--- config.mk ---
export PLATFORM = sky130hd
export DESIGN_NAME = hierarchical_grid_cell_placement_unit
export DESIGN_NICKNAME = d
export VERILOG_FILES = /design/src/hw/rtl/hgcp_pkg.sv /design/src/hw/rtl/hierarchical_grid_cell_placement_unit.sv
export SDC_FILE = /design/constraint.sdc
export NUM_CORES = 2
export LEC_CHECK = 0
export ABC_CLOCK_PERIOD_IN_PS = 11400
export BUFFER_PORTS_ARGS = -buffer_cell sky130_fd_sc_hd__buf_4
export CAP_MARGIN = 20
export CORE_UTILIZATION = 45
export CTS_CLUSTER_SIZE = 30
export DETAILED_ROUTE_END_ITERATION = 10
export PLACE_DENSITY_LB_ADDON = 0.1
export SYNTH_ARGS = -nofsm -noshare
export SYNTH_HDL_FRONTEND = slang
export SYNTH_SLANG_ARGS = --single-unit
--- constraint.sdc ---
create_clock -name clk -period 11.4 [get_ports clk]
set_clock_uncertainty 0.05 [all_clocks]
set_input_delay 1.71 -clock clk [delete_from_list [all_inputs] [get_ports clk]]
set_output_delay 1.71 -clock clk [all_outputs]
set_load 0.02 [all_outputs]
--- src/hw/rtl/hgcp_pkg.sv ---
package hgcp_pkg;

	// Default sizing of the level stack and of the cell size cap.
	localparam int MAX_LEVELS_DEF = 6;
	localparam int MAX_SHIFT_DEF  = 16;

	// Field widths of the input word and the result word.
	localparam int POS_W   = 24;
	localparam int HALF_W  = 22;
	localparam int WORLD_W = 20;
	localparam int SHIFT_W = 4;
	localparam int NLVL_W  = 3;
	localparam int CELL_W  = 15;
	localparam int INDEX_W = 30;

	// Configuration port geometry.
	localparam int ADDR_W = 5;
	localparam int DATA_W = 32;

	// Limits that the configured values are clamped to.
	localparam logic [WORLD_W-1:0] WORLD_MIN = 20'd512;
	localparam logic [SHIFT_W-1:0] SHIFT_LO  = 4'd5;
	localparam logic [SHIFT_W-1:0] SHIFT_HI  = 4'd12;

	// Register map, one register every four bytes.
	typedef enum logic [2:0] {
		REG_WORLD_WIDTH  = 3'd0,
		REG_WORLD_HEIGHT = 3'd1,
		REG_MIN_SHIFT_X  = 3'd2,
		REG_MIN_SHIFT_Y  = 3'd3,
		REG_NUM_LEVELS   = 3'd4,
		REG_ORIGIN_X     = 3'd5,
		REG_ORIGIN_Y     = 3'd6
	} cfg_reg_t;

endpackage

--- src/hw/rtl/hierarchical_grid_cell_placement_unit.sv ---
// Places one box (centre and half-extents on two axes) into the finest of up to MAX_LEVELS
// uniform grids whose single cell holds the whole box, and returns the level, the cell column
// and row and the linear cell index, or in_grid low when the box belongs to the top cell. The
// block takes one word per clock when the pipeline is not stalled. Stage
// one forms the corners relative to the origin, stage two tests every level in parallel, stage
// three picks the finest fitting level and stage four forms row * columns + column into the
// output register. Back-pressure on the result side stalls only the stages that are full, so
// bubbles close up. Configuration registers are to be written only while no word is in flight.
module hierarchical_grid_cell_placement_unit
	import hgcp_pkg::*;
#(
	parameter int MAX_LEVELS = MAX_LEVELS_DEF,
	parameter int MAX_SHIFT  = MAX_SHIFT_DEF
) (
	input  logic                      clk,
	input  logic                      arst_n,

	// Configuration port.
	input  logic                      psel,
	input  logic                      penable,
	input  logic                      pwrite,
	input  logic [ADDR_W-1:0]         paddr,
	input  logic [DATA_W-1:0]         pwdata,
	output logic [DATA_W-1:0]         prdata,
	output logic                      pready,

	// Box word.
	input  logic                      item_valid,
	output logic                      item_ready,
	input  logic signed [POS_W-1:0]   center_x,
	input  logic signed [POS_W-1:0]   center_y,
	input  logic [HALF_W-1:0]         half_extent_x,
	input  logic [HALF_W-1:0]         half_extent_y,

	// Placement word.
	output logic                      result_valid,
	input  logic                      result_ready,
	output logic                      in_grid,
	output logic [NLVL_W-1:0]         level,
	output logic [CELL_W-1:0]         cell_col,
	output logic [CELL_W-1:0]         cell_row,
	output logic [INDEX_W-1:0]        cell_index
);

	localparam int REL_W  = POS_W + 1;
	localparam int CORN_W = POS_W + 2;
	localparam int CNT_W  = CELL_W + 1;
	localparam int SH_W   = 5;

	// Configuration registers.
	logic [WORLD_W-1:0]      world_width_q, world_height_q;
	logic [SHIFT_W-1:0]      min_shift_x_q, min_shift_y_q;
	logic [NLVL_W-1:0]       num_levels_q;
	logic signed [POS_W-1:0] origin_x_q, origin_y_q;

	// Values in use after clamping.
	logic [WORLD_W-1:0] ww, wh;
	logic [SHIFT_W-1:0] bx, by;
	logic [NLVL_W-1:0]  nl;

	// Stage enables.
	logic en1, en2, en3, en4;

	// Stage one: corners relative to the origin.
	logic             v1_s1;
	logic             lo_ok_x_s1, lo_ok_y_s1;
	logic [REL_W-1:0] lo_x_s1, hi_x_s1, lo_y_s1, hi_y_s1;

	// Stage two: per-level fit and cell.
	logic              v2_s2;
	logic              hit_s2  [MAX_LEVELS];
	logic [CELL_W-1:0] col_s2  [MAX_LEVELS];
	logic [CELL_W-1:0] row_s2  [MAX_LEVELS];
	logic [CNT_W-1:0]  ncol_s2 [MAX_LEVELS];

	// Stage three: the chosen level.
	logic              v3_s3, hit_s3;
	logic [NLVL_W-1:0] level_s3;
	logic [CELL_W-1:0] col_s3, row_s3;
	logic [CNT_W-1:0]  ncol_s3;

	// Stage four: the output register.
	logic               v4_s4, in_grid_s4;
	logic [NLVL_W-1:0]  level_s4;
	logic [CELL_W-1:0]  col_s4, row_s4;
	logic [INDEX_W-1:0] index_s4;

	// Combinational terms of each stage.
	logic signed [REL_W-1:0]  rel_x, rel_y;
	logic signed [CORN_W-1:0] lo_x, hi_x, lo_y, hi_y;
	logic                     hit_c  [MAX_LEVELS];
	logic [CELL_W-1:0]        col_c  [MAX_LEVELS];
	logic [CELL_W-1:0]        row_c  [MAX_LEVELS];
	logic [CNT_W-1:0]         ncol_c [MAX_LEVELS];
	logic                     pick_hit;
	logic [NLVL_W-1:0]        pick_lvl;
	logic [CELL_W-1:0]        pick_col, pick_row;
	logic [CNT_W-1:0]         pick_ncol;
	logic [CELL_W+CNT_W-1:0]  prod;
	logic [INDEX_W-1:0]       index_c;

	assign pready = 1'b1;

	// Register writes complete in the access phase.
	always_ff @(posedge clk or negedge arst_n) begin
		if (!arst_n) begin
			world_width_q  <= WORLD_MIN;
			world_height_q <= WORLD_MIN;
			min_shift_x_q  <= SHIFT_LO;
			min_shift_y_q  <= SHIFT_LO;
			num_levels_q   <= NLVL_W'(1);
			origin_x_q     <= '0;
			origin_y_q     <= '0;
		end else if (psel && penable && pwrite) begin
			case (cfg_reg_t'(paddr[4:2]))
				REG_WORLD_WIDTH:  world_width_q  <= pwdata[WORLD_W-1:0];
				REG_WORLD_HEIGHT: world_height_q <= pwdata[WORLD_W-1:0];
				REG_MIN_SHIFT_X:  min_shift_x_q  <= pwdata[SHIFT_W-1:0];
				REG_MIN_SHIFT_Y:  min_shift_y_q  <= pwdata[SHIFT_W-1:0];
				REG_NUM_LEVELS:   num_levels_q   <= pwdata[NLVL_W-1:0];
				REG_ORIGIN_X:     origin_x_q     <= pwdata[POS_W-1:0];
				REG_ORIGIN_Y:     origin_y_q     <= pwdata[POS_W-1:0];
				default: ;
			endcase
		end
	end

	// Register read-back.
	always_comb begin
		prdata = '0;
		case (cfg_reg_t'(paddr[4:2]))
			REG_WORLD_WIDTH:  prdata = DATA_W'(world_width_q);
			REG_WORLD_HEIGHT: prdata = DATA_W'(world_height_q);
			REG_MIN_SHIFT_X:  prdata = DATA_W'(min_shift_x_q);
			REG_MIN_SHIFT_Y:  prdata = DATA_W'(min_shift_y_q);
			REG_NUM_LEVELS:   prdata = DATA_W'(num_levels_q);
			REG_ORIGIN_X:     prdata = DATA_W'(unsigned'(origin_x_q));
			REG_ORIGIN_Y:     prdata = DATA_W'(unsigned'(origin_y_q));
			default:          prdata = '0;
		endcase
	end

	// Clamp the configured values to their usable ranges.
	always_comb begin
		ww = (world_width_q  < WORLD_MIN) ? WORLD_MIN : world_width_q;
		wh = (world_height_q < WORLD_MIN) ? WORLD_MIN : world_height_q;
		bx = (min_shift_x_q < SHIFT_LO) ? SHIFT_LO :
		     (min_shift_x_q > SHIFT_HI) ? SHIFT_HI : min_shift_x_q;
		by = (min_shift_y_q < SHIFT_LO) ? SHIFT_LO :
		     (min_shift_y_q > SHIFT_HI) ? SHIFT_HI : min_shift_y_q;
		nl = (num_levels_q == '0) ? NLVL_W'(1) :
		     (num_levels_q > NLVL_W'(MAX_LEVELS)) ? NLVL_W'(MAX_LEVELS) : num_levels_q;
	end

	// A stage moves on when it is empty or the stage after it moves on.
	assign en4        = !v4_s4 || result_ready;
	assign en3        = !v3_s3 || en4;
	assign en2        = !v2_s2 || en3;
	assign en1        = !v1_s1 || en2;
	assign item_ready = en1;

	// Stage one: both corners of the box on each axis.
	always_comb begin
		rel_x = REL_W'(center_x) - REL_W'(origin_x_q);
		rel_y = REL_W'(center_y) - REL_W'(origin_y_q);
		lo_x  = CORN_W'(rel_x) - signed'(CORN_W'(half_extent_x));
		hi_x  = CORN_W'(rel_x) + signed'(CORN_W'(half_extent_x));
		lo_y  = CORN_W'(rel_y) - signed'(CORN_W'(half_extent_y));
		hi_y  = CORN_W'(rel_y) + signed'(CORN_W'(half_extent_y));
	end

	// Stage two: test each level; a negative low corner rejects every level.
	always_comb begin
		logic [SH_W-1:0]  cnt_x, cnt_y, sz_x, sz_y;
		logic [REL_W-1:0] cx, cy;
		logic [CNT_W-1:0] nx, ny;
		logic             fx, fy;
		for (int i = 0; i < MAX_LEVELS; i++) begin
			cnt_x = SH_W'(bx) + SH_W'(i);
			cnt_y = SH_W'(by) + SH_W'(i);
			sz_x  = (cnt_x > SH_W'(MAX_SHIFT)) ? SH_W'(MAX_SHIFT) : cnt_x;
			sz_y  = (cnt_y > SH_W'(MAX_SHIFT)) ? SH_W'(MAX_SHIFT) : cnt_y;
			nx    = CNT_W'(CELL_W'(ww >> cnt_x)) + CNT_W'(1);
			ny    = CNT_W'(CELL_W'(wh >> cnt_y)) + CNT_W'(1);
			cx    = lo_x_s1 >> sz_x;
			cy    = lo_y_s1 >> sz_y;
			fx    = lo_ok_x_s1 && (cx < REL_W'(nx)) && ((hi_x_s1 >> sz_x) == cx);
			fy    = lo_ok_y_s1 && (cy < REL_W'(ny)) && ((hi_y_s1 >> sz_y) == cy);
			hit_c[i]  = fx && fy && (NLVL_W'(i) < nl);
			col_c[i]  = cx[CELL_W-1:0];
			row_c[i]  = cy[CELL_W-1:0];
			ncol_c[i] = nx;
		end
	end

	// Stage three: the finest fitting level wins.
	always_comb begin
		pick_hit  = 1'b0;
		pick_lvl  = '0;
		pick_col  = '0;
		pick_row  = '0;
		pick_ncol = '0;
		for (int i = MAX_LEVELS - 1; i >= 0; i--) begin
			if (hit_s2[i]) begin
				pick_hit  = 1'b1;
				pick_lvl  = NLVL_W'(i);
				pick_col  = col_s2[i];
				pick_row  = row_s2[i];
				pick_ncol = ncol_s2[i];
			end
		end
	end

	// Stage four: linear cell index.
	assign prod    = row_s3 * ncol_s3;
	assign index_c = prod[INDEX_W-1:0] + INDEX_W'(col_s3);

	// Valid bits of the pipeline.
	always_ff @(posedge clk or negedge arst_n) begin
		if (!arst_n) begin
			v1_s1 <= 1'b0;
			v2_s2 <= 1'b0;
			v3_s3 <= 1'b0;
			v4_s4 <= 1'b0;
		end else begin
			if (en1) v1_s1 <= item_valid;
			if (en2) v2_s2 <= v1_s1;
			if (en3) v3_s3 <= v2_s2;
			if (en4) v4_s4 <= v3_s3;
		end
	end

	// Payload of the pipeline.
	always_ff @(posedge clk) begin
		if (en1) begin
			lo_ok_x_s1 <= !lo_x[CORN_W-1];
			lo_ok_y_s1 <= !lo_y[CORN_W-1];
			lo_x_s1    <= lo_x[REL_W-1:0];
			hi_x_s1    <= hi_x[REL_W-1:0];
			lo_y_s1    <= lo_y[REL_W-1:0];
			hi_y_s1    <= hi_y[REL_W-1:0];
		end
		if (en2) begin
			hit_s2  <= hit_c;
			col_s2  <= col_c;
			row_s2  <= row_c;
			ncol_s2 <= ncol_c;
		end
		if (en3) begin
			hit_s3   <= pick_hit;
			level_s3 <= pick_lvl;
			col_s3   <= pick_col;
			row_s3   <= pick_row;
			ncol_s3  <= pick_ncol;
		end
		if (en4) begin
			in_grid_s4 <= hit_s3;
			level_s4   <= hit_s3 ? level_s3 : '0;
			col_s4     <= hit_s3 ? col_s3   : '0;
			row_s4     <= hit_s3 ? row_s3   : '0;
			index_s4   <= hit_s3 ? index_c  : '0;
		end
	end

	assign result_valid = v4_s4;
	assign in_grid      = in_grid_s4;
	assign level        = level_s4;
	assign cell_col     = col_s4;
	assign cell_row     = row_s4;
	assign cell_index   = index_s4;

	// A top-cell word carries all-zero placement fields.
	a_top_cell_zero: assert property (@(posedge clk) disable iff (!arst_n)
		(result_valid && !in_grid) |->
			(level == '0 && cell_col == '0 && cell_row == '0 && cell_index == '0))
		else $error("top-cell word with non-zero placement");

	// The chosen level always lies within the levels in use.
	a_level_in_use: assert property (@(posedge clk) disable iff (!arst_n)
		(v3_s3 && hit_s3) |-> (level_s3 < nl))
		else $error("chosen level beyond the levels in use");

	// A stalled third stage keeps its word.
	a_s3_hold: assert property (@(posedge clk) disable iff (!arst_n)
		(v3_s3 && !en3) |=> (v3_s3 && $stable(level_s3) && $stable(hit_s3)))
		else $error("third stage lost its word under a stall");

	// A full pipeline stops taking words while the result is not taken.
	a_full_stall: assert property (@(posedge clk) disable iff (!arst_n)
		(v1_s1 && v2_s2 && v3_s3 && v4_s4 && !result_ready) |-> !item_ready)
		else $error("word taken into a full, stalled pipeline");

endmodule
==> metrics.txt <==
routed length per instance=31.3 um; Root Buffer=clkbuf_16; Max Freq=106 MHz; Slew headroom=13.2%; CTS Buf Count=72; number of global-route vias before repair=64.0k; critical path class=register to register; Die W=398 um; final hold viol count=0; synth top area cells=edfxtp_1 21%, mux2i_1 8.0%, ha_1 7.9%; Routed Antenna Nets=0; Slowest-stage cell, CP=dfstp_2; Worst R2R Path Depth=28; 1st-pass router iterations=8; fillcell total=14.8k; CP Launch Type=register; Crit path largest cell delay=1.00 ns; setup repair bufs after CTS=0; final WL=321 mm; Worst Path Arrival=9.86 ns; final RePlAce weighted congestion=1.05; drt drc=0; Site Rows=144; vias per cell=6.58; total track usage=39.5%; cells after synthesis=8197; largest net degree at the start of global routing=153; Yosys top cell by area=edfxtp_1; Yosys cell types=104; die extent in y=398 um; worst-skew pair later-pin latency=0.69 ns; number of max-slew violations in the final report=0; Final setup viols=0; ys flop type=edfxtp_1; final worst setup slack=1.99 ns; drt first-iter violations=9307; Crit path required time=11.86 ns; H-tree depth=3; Crit Path Max Fanout=50; initial core utilization=45.6%; initial antenna violation count=19; Post-synth EDFFs=496; clock sink count=599; Ys Warns=0; Final Non-Filler Cells=10.3k; fin util=49.7%; Least-Margin Pin Slew=1.30 ns; worst hold path depth=1; RSZ-0062 raised after global routing=false; via count=67.5k; register area share after synthesis=24.8%; I/O Pins=235; first-pass GRT wire length=458 mm; top-count cell post-synth=nand2_1; DP Wirelength=246 mm; TritonCTS clock tree=done; CTS max path bufs=3; register bit total from synthesis=599; Clock transition at path regs=0.06 ns; post-route clock period utilization=82.5%; MaxCap Viol Count=0; run status=finished, final reports clean; worst hold path class=register to register; top cells by count, synth=791 x nand2_1, 565 x mux2i_1, 549 x inv_1; die area=158000 um2; crit end category=register; post-cts sizing count=0; gr ovfl total=0; share of cells above drive strength 1=11.8%; Placed Cells incl. Taps=10.1k; Final nets=8914; fin crit period=9.41 ns; setup TNS=0 ns; Avg Cell Area, Syn=8.60 um2; area delta synth->final=9.11%; Post-Syn Area=70500 um2; CTS hold repair buffers=0; ys async rst share=17.2%; area of the core region=155000 um2; Setup Slack @ Placement=2.23 ns; number of port buffers=215; Synth top area share=21.1%
[layout by cell type, fill, tap and decap left out, drive strengths merged, types with 41 or more instances in the layout]
| cell type | Yosys | layout |
|---|---|---|
| nand2 | 793 | 793 |
| mux2i | 566 | 566 |
| inv | 554 | 561 |
| nor2 | 534 | 534 |
| a21oi | 521 | 521 |
| edfxtp | 496 | 496 |
| buf | 176 | 487 |
| ha | 443 | 443 |
| o21ai | 420 | 420 |
| xnor2 | 297 | 297 |
| xor2 | 205 | 205 |
| and2 | 204 | 204 |
| fa | 199 | 199 |
| nor3 | 174 | 174 |
| nand3 | 158 | 158 |
| mux2 | 140 | 140 |
| o22ai | 136 | 136 |
| a21o | 109 | 109 |
| dfrtp | 96 | 96 |
| a211oi | 94 | 94 |
| mux4 | 92 | 92 |
| o221ai | 92 | 92 |
| o211ai | 91 | 91 |
| clkbuf | 500 | 87 |
| a31oi | 76 | 76 |
| a22oi | 73 | 73 |
| and3 | 68 | 68 |
| a221oi | 64 | 64 |
| nor2b | 62 | 62 |
| nand4 | 57 | 57 |
| conb | 2 | 56 |
| nand2b | 52 | 52 |
| o21a | 45 | 45 |
| a221o | 41 | 41 |
[path summary, 6_finish.rpt]
| kind | end | start | slack [ns] |
|---|---|---|---|
| max | hit_s2[4]$_DFFE_PP_ | min_shift_y_q[0]$_DFFE_PN1P_ | 1.99 |
| min in group asynchronous | origin_x_q[8]$_DFFE_PN0P_ | arst_n | 0.98 |
| max reg2reg | hit_s2[4]$_DFFE_PP_ | min_shift_y_q[0]$_DFFE_PN1P_ | 1.99 |
| min | v2_s2$_DFFE_PN0P_ | v1_s1$_DFFE_PN0P_ | 0.42 |
| max in group asynchronous | min_shift_y_q[3]$_DFFE_PN0P_ | arst_n | 8.86 |
| min reg2reg | v2_s2$_DFFE_PN0P_ | v1_s1$_DFFE_PN0P_ | 0.42 |
[layer usage]
| metal | part of all wire, % | vias to the layer above | GRT usage (%) | wire length [um] |
|---|---|---|---|---|
| met5 | 0.015 | - | 0 | 49 |
| met4 | 6.0 | 10 | 20.9 | 19200 |
| met3 | 10 | 733 | 9.15 | 33100 |
| met2 | 43 | 4022 | 59.3 | 138000 |
| met1 | 41 | 33054 | 52.7 | 130000 |
| li1 | - | 29665 | - | - |
[stage by stage]
stage          hold slack, ns  area (um2)
2_1_floorplan           0.385       70700
3_3_place_gp            0.406       74400
3_5_place_dp            0.404       74500
4_1_cts                 0.419       76800
5_1_grt                 0.429       76900
6_report                0.424       77000
[worst max-delay path: cells and delay by family, from the launching register on]
kind / cells / cell delay, ns
simple gates: 12 / 3.19
buf+inv: 6 / 1.83
compound gates: 6 / 1.62
fa+ha+maj: 4 / 1.46
flops: 1 / 1.00
[area by class of cell]
class / instances / area [um2] / area share, %
Antenna cell: 20 / 50.0 / 0.0650
Clock buffer: 87 / 1890 / 2.46
Clock inverter: 45 / 450 / 0.585
Inverter: 560 / 2100 / 2.73
Multi-Input combinational cell: 6416 / 48700 / 63.2
Sequential cell: 599 / 17500 / 22.7
Tap cell: 2044 / 2560 / 3.32
Timing Repair Buffer: 487 / 3750 / 4.88
[cell families after synthesis]
logic type               Yosys count  share of synthesized area [%]
XOR/XNOR                         502                           6.24
multiplexers                     798                           13.2
AND/OR/NAND/NOR                 2267                           15.0
adder cells (fa/ha/maj)          642                           13.5
AO/OA/AOI/OAI                   2151                           20.3
other                              2                         0.0106
buffers and inverters           1236                           6.85
flip-flops                       599                           24.8
[registers in the layout, summed over array words and instances (netlist names), 16 cells and up]
register / flops
world_height_q: 20
world_width_q: 20
lo_x_s1: 25
origin_y_q: 24
ncol_s2: 96
hi_x_s1: 24
ncol_s3: 16
row_s2: 90
lo_y_s1: 25
origin_x_q: 24
hi_y_s1: 24
col_s2: 90
cell_index: 30
Power is left out: the tool's default activity adds up to more than one toggle a clock period on the data nets, which glitch-free logic cannot reach.
